===== config.mk =====
export PLATFORM = sky130hd
export DESIGN_NAME = tempo_map_tick_to_time
export DESIGN_NICKNAME = d
export VERILOG_FILES = /design/src/sv/tmtt_pkg.sv /design/src/sv/tmtt_ram.sv /design/src/sv/tmtt_div.sv /design/src/sv/tempo_map_tick_to_time.sv
export SDC_FILE = /design/constraint.sdc
export NUM_CORES = 2
export LEC_CHECK = 0
export BUFFER_PORTS_ARGS = -buffer_cell sky130_fd_sc_hd__clkbuf_2
export CAP_MARGIN = 40
export CORE_ASPECT_RATIO = 0.75
export CORE_MARGIN = 3
export CORE_UTILIZATION = 25
export DETAILED_ROUTE_END_ITERATION = 10
export GPL_TIMING_DRIVEN = 1
export PLACE_DENSITY = 0.5
export SLEW_MARGIN = 15
export SYNTH_ARGS = -nofsm -noshare
export SYNTH_HDL_FRONTEND = slang
export SYNTH_SLANG_ARGS = --single-unit

===== constraint.sdc =====
create_clock -name clk -period 10.15 [get_ports clk]
set_input_delay 1.5225 -clock clk [delete_from_list [all_inputs] [get_ports clk]]
set_output_delay 1.5225 -clock clk [all_outputs]
set_load 0.01 [all_outputs]

===== src/sv/tmtt_pkg.sv =====
// Shared constants and types of the tempo-map tick-to-time converter.
`default_nettype none
package tmtt_pkg;

	// Table geometry
	localparam int TEMPO_ENTRIES     = 64;
	localparam int IDX_W             = (TEMPO_ENTRIES > 1) ? $clog2(TEMPO_ENTRIES) : 1;
	localparam int CNT_W             = $clog2(TEMPO_ENTRIES + 1);

	// Field widths
	localparam int TICK_W            = 32;
	localparam int TEMPO_W           = 10;
	localparam int LEN_W             = 24;
	localparam int DUR_W             = 32;
	localparam int ENTRY_W           = TICK_W + TEMPO_W;

	// Time base: microseconds per minute over tempo times ticks per quarter
	localparam int TICKS_PER_QUARTER = 480;
	localparam int TPQ_W             = $clog2(TICKS_PER_QUARTER + 1);
	localparam int US_PER_MIN        = 60000000;
	localparam int US_PER_MIN_W      = 26;
	localparam int DEN_W             = TEMPO_W + TPQ_W;
	localparam int NUM_W             = US_PER_MIN_W + LEN_W;
	localparam int DSH_W             = DEN_W + DUR_W;
	localparam int BIT_W             = $clog2(DUR_W);

	localparam logic [TEMPO_W-1:0] DEFAULT_TEMPO = TEMPO_W'(120);

	// Item kinds
	localparam logic [1:0] KIND_LOAD  = 2'd0;
	localparam logic [1:0] KIND_TRACK = 2'd1;
	localparam logic [1:0] KIND_NOTE  = 2'd2;

	// Request to the shared divider
	typedef struct packed {
		logic               go;
		logic [LEN_W-1:0]   ticks;
		logic [TEMPO_W-1:0] tempo;
	} piece_req_t;

	// Answer from the shared divider
	typedef struct packed {
		logic             done;
		logic [DUR_W-1:0] quot;
	} piece_rsp_t;

endpackage
`default_nettype wire


===== src/sv/tmtt_ram.sv =====
// Generic single-port-write, registered-read RAM.
`default_nettype none
module tmtt_ram #(
	parameter int WIDTH = 8,
	parameter int DEPTH = 16
) (
	input  wire logic                                   clk,
	input  wire logic                                   we,
	input  wire logic [((DEPTH > 1) ? $clog2(DEPTH) : 1)-1:0] waddr,
	input  wire logic [WIDTH-1:0]                       wdata,
	input  wire logic                                   re,
	input  wire logic [((DEPTH > 1) ? $clog2(DEPTH) : 1)-1:0] raddr,
	output logic      [WIDTH-1:0]                       rdata
);

	logic [WIDTH-1:0] mem_q [DEPTH];

	// Write port
	always_ff @(posedge clk) begin
		if (we) begin
			mem_q[waddr] <= wdata;
		end
	end

	// Registered read port
	always_ff @(posedge clk) begin
		if (re) begin
			rdata <= mem_q[raddr];
		end
	end

endmodule
`default_nettype wire


===== src/sv/tmtt_div.sv =====
// Shared iterative unit: floor(US_PER_MIN*ticks / (tempo*TICKS_PER_QUARTER)), saturating.
`default_nettype none
module tmtt_div (
	input  wire logic                clk,
	input  wire logic                arst_n,
	input  wire tmtt_pkg::piece_req_t req,
	output tmtt_pkg::piece_rsp_t      rsp
);

	localparam logic [1:0] D_IDLE = 2'd0;
	localparam logic [1:0] D_MUL  = 2'd1;
	localparam logic [1:0] D_CHK  = 2'd2;
	localparam logic [1:0] D_ITER = 2'd3;

	logic [1:0]                       state_q;
	logic [tmtt_pkg::LEN_W-1:0]       ticks_q;
	logic [tmtt_pkg::TEMPO_W-1:0]     tempo_q;
	logic [tmtt_pkg::DSH_W-1:0]       rem_q;
	logic [tmtt_pkg::DEN_W-1:0]       den_q;
	logic [tmtt_pkg::DSH_W-1:0]       dsh_q;
	logic [tmtt_pkg::BIT_W-1:0]       bit_q;
	logic [tmtt_pkg::DUR_W-1:0]       quot_q;
	logic                             done_q;
	logic [tmtt_pkg::NUM_W-1:0]       num_prod;
	logic [tmtt_pkg::DEN_W-1:0]       den_prod;
	logic [tmtt_pkg::DSH_W-1:0]       den_top;
	logic                             rem_ge;

	// Numerator and denominator products
	assign num_prod = tmtt_pkg::NUM_W'(tmtt_pkg::US_PER_MIN) * tmtt_pkg::NUM_W'(ticks_q);
	assign den_prod = tmtt_pkg::DEN_W'(tempo_q) *
		tmtt_pkg::DEN_W'(tmtt_pkg::TICKS_PER_QUARTER);

	// Quotient overflow bound and restoring step compare
	assign den_top = {den_q, {tmtt_pkg::DUR_W{1'b0}}};
	assign rem_ge  = (rem_q >= dsh_q);

	assign rsp.done = done_q;
	assign rsp.quot = quot_q;

	// Control: sequence multiply, overflow check and one quotient bit a cycle
	always_ff @(posedge clk or negedge arst_n) begin
		if (!arst_n) begin
			state_q <= D_IDLE;
			done_q  <= 1'b0;
		end else begin
			done_q <= 1'b0;
			case (state_q)
				D_IDLE: begin
					if (req.go) begin
						state_q <= D_MUL;
					end
				end
				D_MUL: begin
					if (ticks_q == '0) begin
						done_q  <= 1'b1;
						state_q <= D_IDLE;
					end else begin
						state_q <= D_CHK;
					end
				end
				D_CHK: begin
					if (rem_q >= den_top) begin
						done_q  <= 1'b1;
						state_q <= D_IDLE;
					end else begin
						state_q <= D_ITER;
					end
				end
				D_ITER: begin
					if (bit_q == '0) begin
						done_q  <= 1'b1;
						state_q <= D_IDLE;
					end
				end
				default: begin
					state_q <= D_IDLE;
				end
			endcase
		end
	end

	// Datapath
	always_ff @(posedge clk) begin
		case (state_q)
			D_IDLE: begin
				if (req.go) begin
					ticks_q <= req.ticks;
					tempo_q <= req.tempo;
				end
			end
			D_MUL: begin
				rem_q  <= tmtt_pkg::DSH_W'(num_prod);
				den_q  <= den_prod;
				quot_q <= '0;
			end
			D_CHK: begin
				dsh_q  <= {1'b0, den_q, {(tmtt_pkg::DUR_W-1){1'b0}}};
				bit_q  <= tmtt_pkg::BIT_W'(tmtt_pkg::DUR_W - 1);
				quot_q <= (rem_q >= den_top) ? '1 : '0;
			end
			D_ITER: begin
				if (rem_ge) begin
					rem_q <= rem_q - dsh_q;
				end
				quot_q <= {quot_q[tmtt_pkg::DUR_W-2:0], rem_ge};
				dsh_q  <= dsh_q >> 1;
				bit_q  <= bit_q - 1'b1;
			end
			default: begin
			end
		endcase
	end

endmodule
`default_nettype wire


===== src/sv/tempo_map_tick_to_time.sv =====
// Top level: tempo table, note sequencer and result register.
//
// Loads, track starts and unused kinds leave the sequencer idle: start is taken
// again the next cycle. A note walks the tempo table in ascending order and cuts
// its length at every tempo change it crosses; each piece goes through the shared
// divider (multiply, overflow check, 32 restoring steps), and each table entry
// visited costs a table read and compare. A zero-length piece ends the divide
// after the multiply. busy is high throughout. The result is shown for exactly
// one cycle with valid high, the cycle after the last piece; it cannot be held
// off, so the receiver must take it then. The table is not cleared after reset;
// entries are only used below the fill count.
`default_nettype none
module tempo_map_tick_to_time (
	input  wire logic        clk,
	input  wire logic        arst_n,
	input  wire logic        start,
	output logic             busy,
	input  wire logic [1:0]  kind,
	input  wire logic [31:0] entry_tick,
	input  wire logic [9:0]  entry_tempo,
	input  wire logic [7:0]  track_channel,
	input  wire logic [23:0] note_length,
	input  wire logic signed [7:0] note_tone,
	input  wire logic [6:0]  note_volume,
	input  wire logic [15:0] lyric_index,
	output logic             valid,
	output logic [7:0]       out_channel,
	output logic [31:0]      duration_us,
	output logic             is_pause,
	output logic [6:0]       out_tone,
	output logic [6:0]       out_volume,
	output logic [15:0]      out_lyric
);

	localparam logic [2:0] S_IDLE = 3'd0;
	localparam logic [2:0] S_CHK  = 3'd1;
	localparam logic [2:0] S_CMP  = 3'd2;
	localparam logic [2:0] S_GO   = 3'd3;
	localparam logic [2:0] S_WAIT = 3'd4;

	logic [2:0]                       state_q;
	logic [tmtt_pkg::CNT_W-1:0]       count_q;
	logic [tmtt_pkg::TICK_W-1:0]      position_q;
	logic [tmtt_pkg::TEMPO_W-1:0]     tempo_q;
	logic [tmtt_pkg::CNT_W-1:0]       next_q;
	logic [7:0]                       channel_q;
	logic [tmtt_pkg::TICK_W-1:0]      last_tick_q;
	logic [tmtt_pkg::TEMPO_W-1:0]     first_tempo_q;
	logic                             valid_q;

	// Note working registers
	logic [tmtt_pkg::TICK_W-1:0]      pos_q;
	logic [tmtt_pkg::LEN_W-1:0]       left_q;
	logic [tmtt_pkg::DUR_W-1:0]       sum_q;
	logic                             first_q;
	logic                             last_q;
	logic [tmtt_pkg::LEN_W-1:0]       piece_q;
	logic [7:0]                       tone_q;
	logic [6:0]                       volume_q;
	logic [15:0]                      lyric_q;

	logic                             accept;
	logic                             load_replace;
	logic                             load_append;
	logic [tmtt_pkg::CNT_W-1:0]       last_idx;
	logic                             ram_we;
	logic [tmtt_pkg::IDX_W-1:0]       ram_waddr;
	logic [tmtt_pkg::ENTRY_W-1:0]     ram_rdata;
	logic [tmtt_pkg::TICK_W-1:0]      nt;
	logic [tmtt_pkg::TEMPO_W-1:0]     ntempo;
	logic [tmtt_pkg::TICK_W:0]        pos_end;
	logic                             crosses;
	logic [tmtt_pkg::DUR_W:0]         sum_add;
	logic [tmtt_pkg::DUR_W-1:0]       sum_sat;
	logic [tmtt_pkg::TICK_W-1:0]      pos_sat;
	logic                             tone_pause;
	tmtt_pkg::piece_req_t             req;
	tmtt_pkg::piece_rsp_t             rsp;

	assign accept = start && (state_q == S_IDLE);
	assign busy   = (state_q != S_IDLE);
	assign valid  = valid_q;

	// Tempo entry load decision
	assign last_idx     = count_q - 1'b1;
	assign load_replace = (count_q != '0) && (entry_tick == last_tick_q);
	assign load_append  = !load_replace &&
		((count_q == '0) || (entry_tick > last_tick_q)) &&
		(count_q < tmtt_pkg::CNT_W'(tmtt_pkg::TEMPO_ENTRIES));
	assign ram_we    = accept && (kind == tmtt_pkg::KIND_LOAD) && (load_replace || load_append);
	assign ram_waddr = load_replace ? last_idx[tmtt_pkg::IDX_W-1:0]
	                                : count_q[tmtt_pkg::IDX_W-1:0];

	tmtt_ram #(
		.WIDTH (tmtt_pkg::ENTRY_W),
		.DEPTH (tmtt_pkg::TEMPO_ENTRIES)
	) u_table (
		.clk   (clk),
		.we    (ram_we),
		.waddr (ram_waddr),
		.wdata ({entry_tick, entry_tempo}),
		.re    (state_q == S_CHK),
		.raddr (next_q[tmtt_pkg::IDX_W-1:0]),
		.rdata (ram_rdata)
	);

	// Pending change and split test
	assign nt      = ram_rdata[tmtt_pkg::ENTRY_W-1:tmtt_pkg::TEMPO_W];
	assign ntempo  = ram_rdata[tmtt_pkg::TEMPO_W-1:0];
	assign pos_end = {1'b0, pos_q} + (tmtt_pkg::TICK_W+1)'(left_q);
	assign crosses = pos_end > {1'b0, nt};
	assign pos_sat = pos_end[tmtt_pkg::TICK_W] ? '1 : pos_end[tmtt_pkg::TICK_W-1:0];

	// Saturating accumulate of each piece
	assign sum_add = {1'b0, sum_q} + {1'b0, rsp.quot};
	assign sum_sat = sum_add[tmtt_pkg::DUR_W] ? '1 : sum_add[tmtt_pkg::DUR_W-1:0];

	assign tone_pause = (tone_q == 8'hFF);

	assign req.go    = (state_q == S_GO);
	assign req.ticks = piece_q;
	assign req.tempo = tempo_q;

	tmtt_div u_div (
		.clk    (clk),
		.arst_n (arst_n),
		.req    (req),
		.rsp    (rsp)
	);

	// Sequencer and architectural state
	always_ff @(posedge clk or negedge arst_n) begin
		if (!arst_n) begin
			state_q    <= S_IDLE;
			count_q    <= '0;
			position_q <= '0;
			tempo_q    <= tmtt_pkg::DEFAULT_TEMPO;
			next_q     <= tmtt_pkg::CNT_W'(1);
			channel_q  <= '0;
			valid_q    <= 1'b0;
		end else begin
			valid_q <= 1'b0;
			case (state_q)
				S_IDLE: begin
					if (accept) begin
						case (kind)
							tmtt_pkg::KIND_LOAD: begin
								if (load_append) begin
									count_q <= count_q + 1'b1;
								end
							end
							tmtt_pkg::KIND_TRACK: begin
								position_q <= '0;
								tempo_q    <= (count_q != '0) ? first_tempo_q
								                              : tmtt_pkg::DEFAULT_TEMPO;
								next_q     <= tmtt_pkg::CNT_W'(1);
								channel_q  <= track_channel;
							end
							tmtt_pkg::KIND_NOTE: begin
								state_q <= S_CHK;
							end
							default: begin
							end
						endcase
					end
				end
				S_CHK: begin
					state_q <= (next_q < count_q) ? S_CMP : S_GO;
				end
				S_CMP: begin
					if (!first_q && (pos_q >= nt)) begin
						tempo_q <= ntempo;
						next_q  <= next_q + 1'b1;
						state_q <= S_CHK;
					end else if (first_q && crosses && (pos_q >= nt)) begin
						tempo_q <= ntempo;
						next_q  <= next_q + 1'b1;
						state_q <= S_CHK;
					end else begin
						state_q <= S_GO;
					end
				end
				S_GO: begin
					state_q <= S_WAIT;
				end
				S_WAIT: begin
					if (rsp.done) begin
						if (last_q) begin
							position_q <= pos_sat;
							valid_q    <= 1'b1;
							state_q    <= S_IDLE;
						end else begin
							state_q <= S_CHK;
						end
					end
				end
				default: begin
					state_q <= S_IDLE;
				end
			endcase
		end
	end

	// Note datapath, table shadows and result register
	always_ff @(posedge clk) begin
		case (state_q)
			S_IDLE: begin
				if (accept && (kind == tmtt_pkg::KIND_LOAD)) begin
					if (load_replace && (count_q == tmtt_pkg::CNT_W'(1))) begin
						first_tempo_q <= entry_tempo;
					end
					if (load_append) begin
						last_tick_q <= entry_tick;
						if (count_q == '0) begin
							first_tempo_q <= entry_tempo;
						end
					end
				end
				if (accept && (kind == tmtt_pkg::KIND_NOTE)) begin
					pos_q    <= position_q;
					left_q   <= note_length;
					sum_q    <= '0;
					first_q  <= 1'b1;
					tone_q   <= note_tone;
					volume_q <= note_volume;
					lyric_q  <= lyric_index;
				end
			end
			S_CHK: begin
				// No change pending: the rest of the note is one piece
				if (next_q >= count_q) begin
					piece_q <= left_q;
					last_q  <= 1'b1;
				end
			end
			S_CMP: begin
				if (first_q && !crosses) begin
					piece_q <= left_q;
					last_q  <= 1'b1;
				end else if (pos_q >= nt) begin
					first_q <= 1'b0;
				end else if (crosses) begin
					// Cut at the change and keep the rest for later
					piece_q <= tmtt_pkg::LEN_W'(nt - pos_q);
					left_q  <= left_q - tmtt_pkg::LEN_W'(nt - pos_q);
					pos_q   <= nt;
					last_q  <= 1'b0;
					first_q <= 1'b0;
				end else begin
					piece_q <= left_q;
					last_q  <= 1'b1;
				end
			end
			S_WAIT: begin
				if (rsp.done) begin
					sum_q <= sum_sat;
					if (last_q) begin
						out_channel <= channel_q;
						duration_us <= sum_sat;
						is_pause    <= tone_pause;
						out_tone    <= tone_pause ? 7'd0 : tone_q[6:0];
						out_volume  <= volume_q;
						out_lyric   <= lyric_q;
					end
				end
			end
			default: begin
			end
		endcase
	end

endmodule
`default_nettype wire

; Yosys cells after proc, flatten, opt, wreduce, memory -nomap -nowiden
; Memories as Yosys holds them, arrays and structs flattened. A register that Yosys moved wholly into a read port is not among the register bits.
; Index checks and enable logic that the tools add are counted.
[op_classes]
muxes = 78
n_lt_le_gt_ge = 8
addsub = 9
n_mul = 2
eq_ne = 28
n_reduce_logical = 47
[ops]
columns = cell, count
row1 = $mux W32, 13
row2 = $pmux W51 S2, 2
row3 = $mux W24, 8
row4 = $pmux W32 S2, 3
row5 = $ge A51 B51 Y1, 2
row6 = $pmux W24 S2, 2
row7 = $pmux W32 S3, 1
row8 = $mux W10, 8
row9 = $mux W51, 1
row10 = $sub A51 B51 Y51, 1
row11 = $sub A24 B24 Y24, 2
row12 = $mul A18 B24 Y42 const A, 1
row13 = $add A32 B24 Y33, 1
row14 = $add A32 B32 Y33, 1
row15 = $gt A33 B32 Y1, 1
row16 = $eq A32 B32 Y1, 1
row17 = $ge A32 B32 Y1, 1
row18 = $gt A32 B32 Y1, 1
row19 = $mux W7, 4
row20 = $logic_not A24 Y1, 1
row21 = $pmux W10 S2, 1
row22 = $mux W1, 18
row23 = $reduce_and A3 Y1, 6
row24 = $pmux W3 S5, 1
row25 = other kinds (38), 91
[totals]
ram_bits = 2688
register_bits = 516
wordCells = 206
memories = 1
[memory_table]
columns = memory, depth, width, rd, rd_ports_with_merged_regs, write_ports, line
row1 = u_table.mem_q, 64, 42, 1, 1, 1, tmtt_ram.sv:16  ; logic [WIDTH-1:0] mem_q [DEPTH];

; Longest topological paths before layout
[logic_depth]
depth_word = 9
depth_mapped = 24
ltp_nobuf = 23

; By module
; Synthesis repeated with hierarchy kept, for this count alone.
[hier_totals]
hier_cells = 8214
hier_area_um2 = 142093.8
[modules_own_cells]
columns = mod, area_each_um2, n_inst, cells_per_inst
row1 = tmtt_ram, 103385.4, 1, 4448
row2 = tempo_map_tick_to_time, 19834.0, 1, 1906
row3 = tmtt_div, 18874.4, 1, 1860

; Worst setup path before layout
; Ideal clock, no wire load.
[synth_timing]
path_type = flip-flop to flip-flop
from = reg pos_q[0] in the netlist's numbering
to = reg left_q[0] in the netlist's numbering (enable)
path_buffers = 0
required_ns = 9.611
synth_period_minus_slack_ns = 8.212
path_stages_with_launch = 18
setup_slack_ns = 1.938
arrival_time_ns = 7.673
cell_sequence = edfxtp_1 > ha_1 > fa_1 > a211oi_1 > o21a_1 > o21bai_1 > a2111oi_4 > o31ai_1 > a21o_1 > a21oi_1 > xnor2_1 > ha_1 > nand4_1 > nor4_1 > a211oi_1 > o21bai_1 > a31oi_1 > nor3_1
[synth_via]
elab_chain_len = 6
word_cells_on_any_way = 9
classes_between = add/sub: 1 / order compare: 2 / eq/ne: 3 / reduce/logical: 3
[synth_rtl]
columns = element, line
row1 = from (decl), tempo_map_tick_to_time.sv:52  ; logic [tmtt_pkg::TICK_W-1:0] pos_q;
row2 = from (signal assigned), tempo_map_tick_to_time.sv:220  ; pos_q <= position_q;
row3 = from (signal assigned), tempo_map_tick_to_time.sv:246  ; pos_q <= nt;
row4 = $add A32 B24 Y33, tempo_map_tick_to_time.sv:110  ; assign pos_end = {1'b0, pos_q} + (tmtt_pkg::TICK_W+1)'(left_q);
row5 = $gt A33 B32 Y1, tempo_map_tick_to_time.sv:111  ; assign crosses = pos_end > {1'b0, nt};
row6 = $logic_not A1 Y1, tempo_map_tick_to_time.sv:237  ; if (first_q && !crosses) begin
row7 = $logic_and A1 B1 Y1, tempo_map_tick_to_time.sv:237
row8 = $ne A2 B2 Y1 (no line), -
row9 = $reduce_and A5 Y1 (no line) (*), -
row10 = to (signal assigned), tempo_map_tick_to_time.sv:221  ; left_q <= note_length;
row11 = to (signal assigned), tempo_map_tick_to_time.sv:245  ; left_q <= left_q - tmtt_pkg::LEN_W'(nt - pos_q);
row12 = to (decl), tempo_map_tick_to_time.sv:53  ; logic [tmtt_pkg::LEN_W-1:0] left_q;
; Every way passes the cells marked *; elsewhere a longest branch is shown, timed or not.
; A chain may end at the register's enable or synchronous reset.

; Worst setup path after layout
[layout_timing]
from = reg u_div.ticks_q[5] in the netlist's numbering
to = reg u_div.rem_q[49] in the netlist's numbering (data pin)
[layout_via]
elab_chain_len = 2
[layout_rtl]
columns = element, line
row1 = from (decl), tmtt_div.sv:16  ; logic [tmtt_pkg::LEN_W-1:0] ticks_q;
row2 = from (signal assigned), tmtt_div.sv:88  ; ticks_q <= req.ticks;
row3 = $mul A18 B24 Y42, tmtt_div.sv:30  ; assign num_prod = tmtt_pkg::NUM_W'(tmtt_pkg::US_PER_MIN) * tmtt_pkg::NUM_W'(ticks_q);
row4 = $pmux W51 S2, tmtt_div.sv:85  ; case (state_q)
row5 = to (signal assigned), tmtt_div.sv:93  ; rem_q <= tmtt_pkg::DSH_W'(num_prod);
row6 = to (signal assigned), tmtt_div.sv:104  ; rem_q <= rem_q - dsh_q;
row7 = to (decl), tmtt_div.sv:18  ; logic [tmtt_pkg::DSH_W-1:0] rem_q;
; No other way between the ends.

==> run summary <==
The cell count after synthesis was 7618. In the synthesized netlist, the cells that appear most often are edfxtp_1, mux4_2, ha_1, inv_1, nand2_1. STA puts the critical path data required time at 10790 ps.

Routability-driven placement finished with a final weighted congestion of 0.8410. The synthesized netlist occupies a cell area of 141600 sq um. The longest clock path from root to sink contains 4 buffers.

The setup clock skew after layout is 124.1 ps, and the maximum number of pins on one net before global-route repair is 129. The overall routing resource usage came out at 14.13%. The sum of negative setup slack is 0 ps. Once the clock tree was built, the resizer swapped 0 gates to a different size. Number of global-route vias before repair: 75.75k. The tightest hold path in the finished design has a slack of 417.9 ps. For the total power draw, the log shows 48.02 mW. The worst register-to-register path has a setup slack of 3110 ps. Measured along the y axis, the die boundary spans 657.7 microns.

The post-synthesis sequential element count is 3245. The logs give 142.0 MHz for the top achievable clock speed and 238 for the number of core rows. The kind of critical path was register to register. Summed over all instances, the cell type with the most area after synthesis is edfxtp_1. After detailed routing, the number of remaining DRC violations is 0. The share of synthesized flip-flops with an asynchronous set or reset is 2.188%. The global-route wire length before repair came out at 590.2 mm. Hold-fix buffer count after cts: 0. Routed wire length per instance: 26.33 microns. The clock buffer count from CTS was 325. The most used flip-flop cell after synthesis is edfxtp_1. The number of antenna violations at the first check in global routing is 51. Dividing the detail-routed via count by the number of cells gives 4.746. The share of the Yosys chip area taken by registers is 68.59%.

After layout, the worst path uses 69.39% of the clock period. The logs give 0 for the post-CTS setup-driven buffer insertion count and 0 for the remaining antenna violation count. Input and output buffers added on the ports amount to 182. The run finished with clean final reports. For this block, the routed nets add up to 417.2 mm of wire. The leakage power summed over all cells was 55.49 nW; the number of slew-limit violations in the final report was 0. The clock reaches the later pin of the worst-skew pair after 1020 ps. VDD sags by at most 0.2885 mV.

Yosys mapped a number of flops with a built-in enable equal to 3174. For this run, the number of Yosys warnings is 0. Counting distinct cell types in the post-synthesis netlist gives 92. From left edge to right edge, the die measures 874.9 microns. For the worst max-slew margin expressed relative to the limit, the log shows 24.15%. The cell sitting at the root of the clock tree is a clkbuf_16. The CTS H-tree depth is 5, and the vias after detailed routing is 75.21k. The wire-length estimate of the detail-placed layout is 271.0 mm. The worst setup path is captured at a register.

For the number of primary I/O pins, the log shows 183. By instance count, the leading cell after synthesis is edfxtp_1. Of the post-synthesis cell area, the dominant cell type holds 67.33%. The detailed router finished its first iteration with 8763 violations.

Across the run, the number of max-cap violations was 0. After floorplanning, the core was sized to cover 562200 sq um. Ratio of total power to cell area: 291.3 nW/um^2. For this configuration, the core starts out at a cell density of 25.18%. Path category of the worst min-delay check: register to register. The die covers 575400 sq um. STA puts the critical path data arrival time at 7680 ps. Ranked by total cell area, the synthesized netlist is headed by edfxtp_1, mux4_2, ha_1, fa_1, inv_1. The total count of hold-check failures in the final report came out at 0.

STA classifies the critical path startpoint as a register. Setup repair after global routing left no endpoint under its margin. The routed design could run at a clock period as short as 7043 ps. TritonCTS built the clock tree. Synthesis produced a netlist with a net count of 8381. The largest fanout of any net on the critical path is 8, and the overflow left after global routing is 0.

The transition time at the pin with the least slew margin was 1138 ps; the layout overhead on the synthesized area was 16.44%. The average cell area after synthesis came out at 18.58 sq um. Clock tree synthesis found a total of 3245 sinks.

Clock-pin slew was measured on the worst setup and hold paths at 60 ps. The first-pass iteration count of the detailed router was 8; the net count of the finished layout was 8852. The share of layout cells above drive strength 1 was 23.33%.

The final count of negative-setup-slack endpoints is 0.
==> through the flow <==
stage,std cells,instance area (sq um),worst slack [ps],utilization (%)
6_report,15850,164800,3107,29.32
5_1_grt,15800,164700,2641,29.30
4_1_cts,15780,164200,3153,29.20
3_5_place_dp,15180,153700,3184,27.35
3_3_place_gp,15130,152700,2989,27.15
2_1_floorplan,7618,141600,1938,-
==> routing by layer <==
metal / track usage, % / wire length, microns / share of wire (%) / vias up
met2: 20.22 / 176400 / 42 / 2877
met1: 21.90 / 197400 / 47 / 40380
met3: 3.268 / 35980 / 8.6 / 475
li1: - / - / - / 31460
met4: 2.505 / 7311 / 1.8 / 16
met5: 0 / 119 / 0.029 / -
==> cells by family after synthesis <==
family,after synthesis,share of synthesized area (%)
flops,3245,68.59
mux,914,14.28
fa+ha+maj,653,6.620
xor+xnor,183,1.153
buf+inv,764,2.071
compound gates,929,4.185
simple gates,930,3.104
==> critical path, stage by stage (launching register included) <==
cell and delay (ps):
edfxtp_1 600, fa_1 660, inv_1 80, fa_1 480
inv_1 50, fa_1 490, inv_1 60, fa_1 500
fa_1 430, fa_1 490, inv_1 40, ha_1 360
nand2_1 130, nor3_1 460, or4b_2 630, o211ai_1 110
a31oi_1 140, o21ai_2 380, a211oi_1 130, o31ai_1 280
xor2_1 190, mux2i_1 90
==> cells in the final DEF, fill, tap and decap left out, types with 40 or more instances in the layout <==
cell | netlist | routed
nand2_1 | 322 | 321
clkinv_2 | 0 | 55
inv_1 | 461 | 459
clkbuf_2 | 1 | 179
ha_1 | 493 | 493
clkbuf_1 | 219 | 60
nand2b_1 | 40 | 40
xor2_1 | 76 | 76
nor2_1 | 223 | 189
clkbuf_16 | 0 | 327
clkinv_1 | 2 | 84
diode_2 | 0 | 44
fa_1 | 160 | 160
buf_4 | 0 | 187
dfrtp_1 | 66 | 61
a21oi_1 | 212 | 212
o21ai_0 | 264 | 264
buf_16 | 0 | 44
mux4_2 | 882 | 882
nand3_1 | 69 | 69
a21o_1 | 162 | 162
edfxtp_1 | 3174 | 3174
xnor2_1 | 104 | 104
==> final timing paths <==
kind,from,endpoint,depth (start not counted)
setup / recovery,u_div.ticks_q[5],u_div.rem_q[49],21
hold / removal,lyric_q[12],out_lyric[12],0
setup reg to reg,u_div.ticks_q[5],u_div.rem_q[49],21
hold reg to reg,lyric_q[12],out_lyric[12],0
max in group asynchronous,arst_n,position_q[12],2
min in group asynchronous,arst_n,count_q[5],1
==> sequential cells by signal, indices dropped and copies added, names as in the netlist, 32 cells and up <==
signal and count:
u_div.quot_q 32, pos_q 32, u_table.mem_q 2688, sum_q 32, u_div.dsh_q 50, u_table.rdata 42
u_div.rem_q 51, last_tick_q 32, position_q 32, duration_us 32
==> final cells by class <==
| class | instances | area [sq um] |
|---|---|---|
| well taps | 7440 | 9309 |
| fillers | 55090 | 397400 |
| clock inverters | 212 | 1989 |
| repair buffers | 444 | 4115 |
| multi-input cells | 3609 | 42010 |
| clock buffers | 390 | 8449 |
| inverters | 464 | 1749 |
| flip-flops and latches | 3245 | 97110 |
| diodes | 44 | 110.1 |
==> power breakdown <==
group          internal [mW]  switching (mW)  total, mW  leakage, nW
Sequential              16.0           0.660       16.7         29.7
Clock                   6.59            5.40       12.0         5.05
Combinational           7.77            11.6       19.4         20.8
Note: power is estimated with default switching activity, not from simulation.
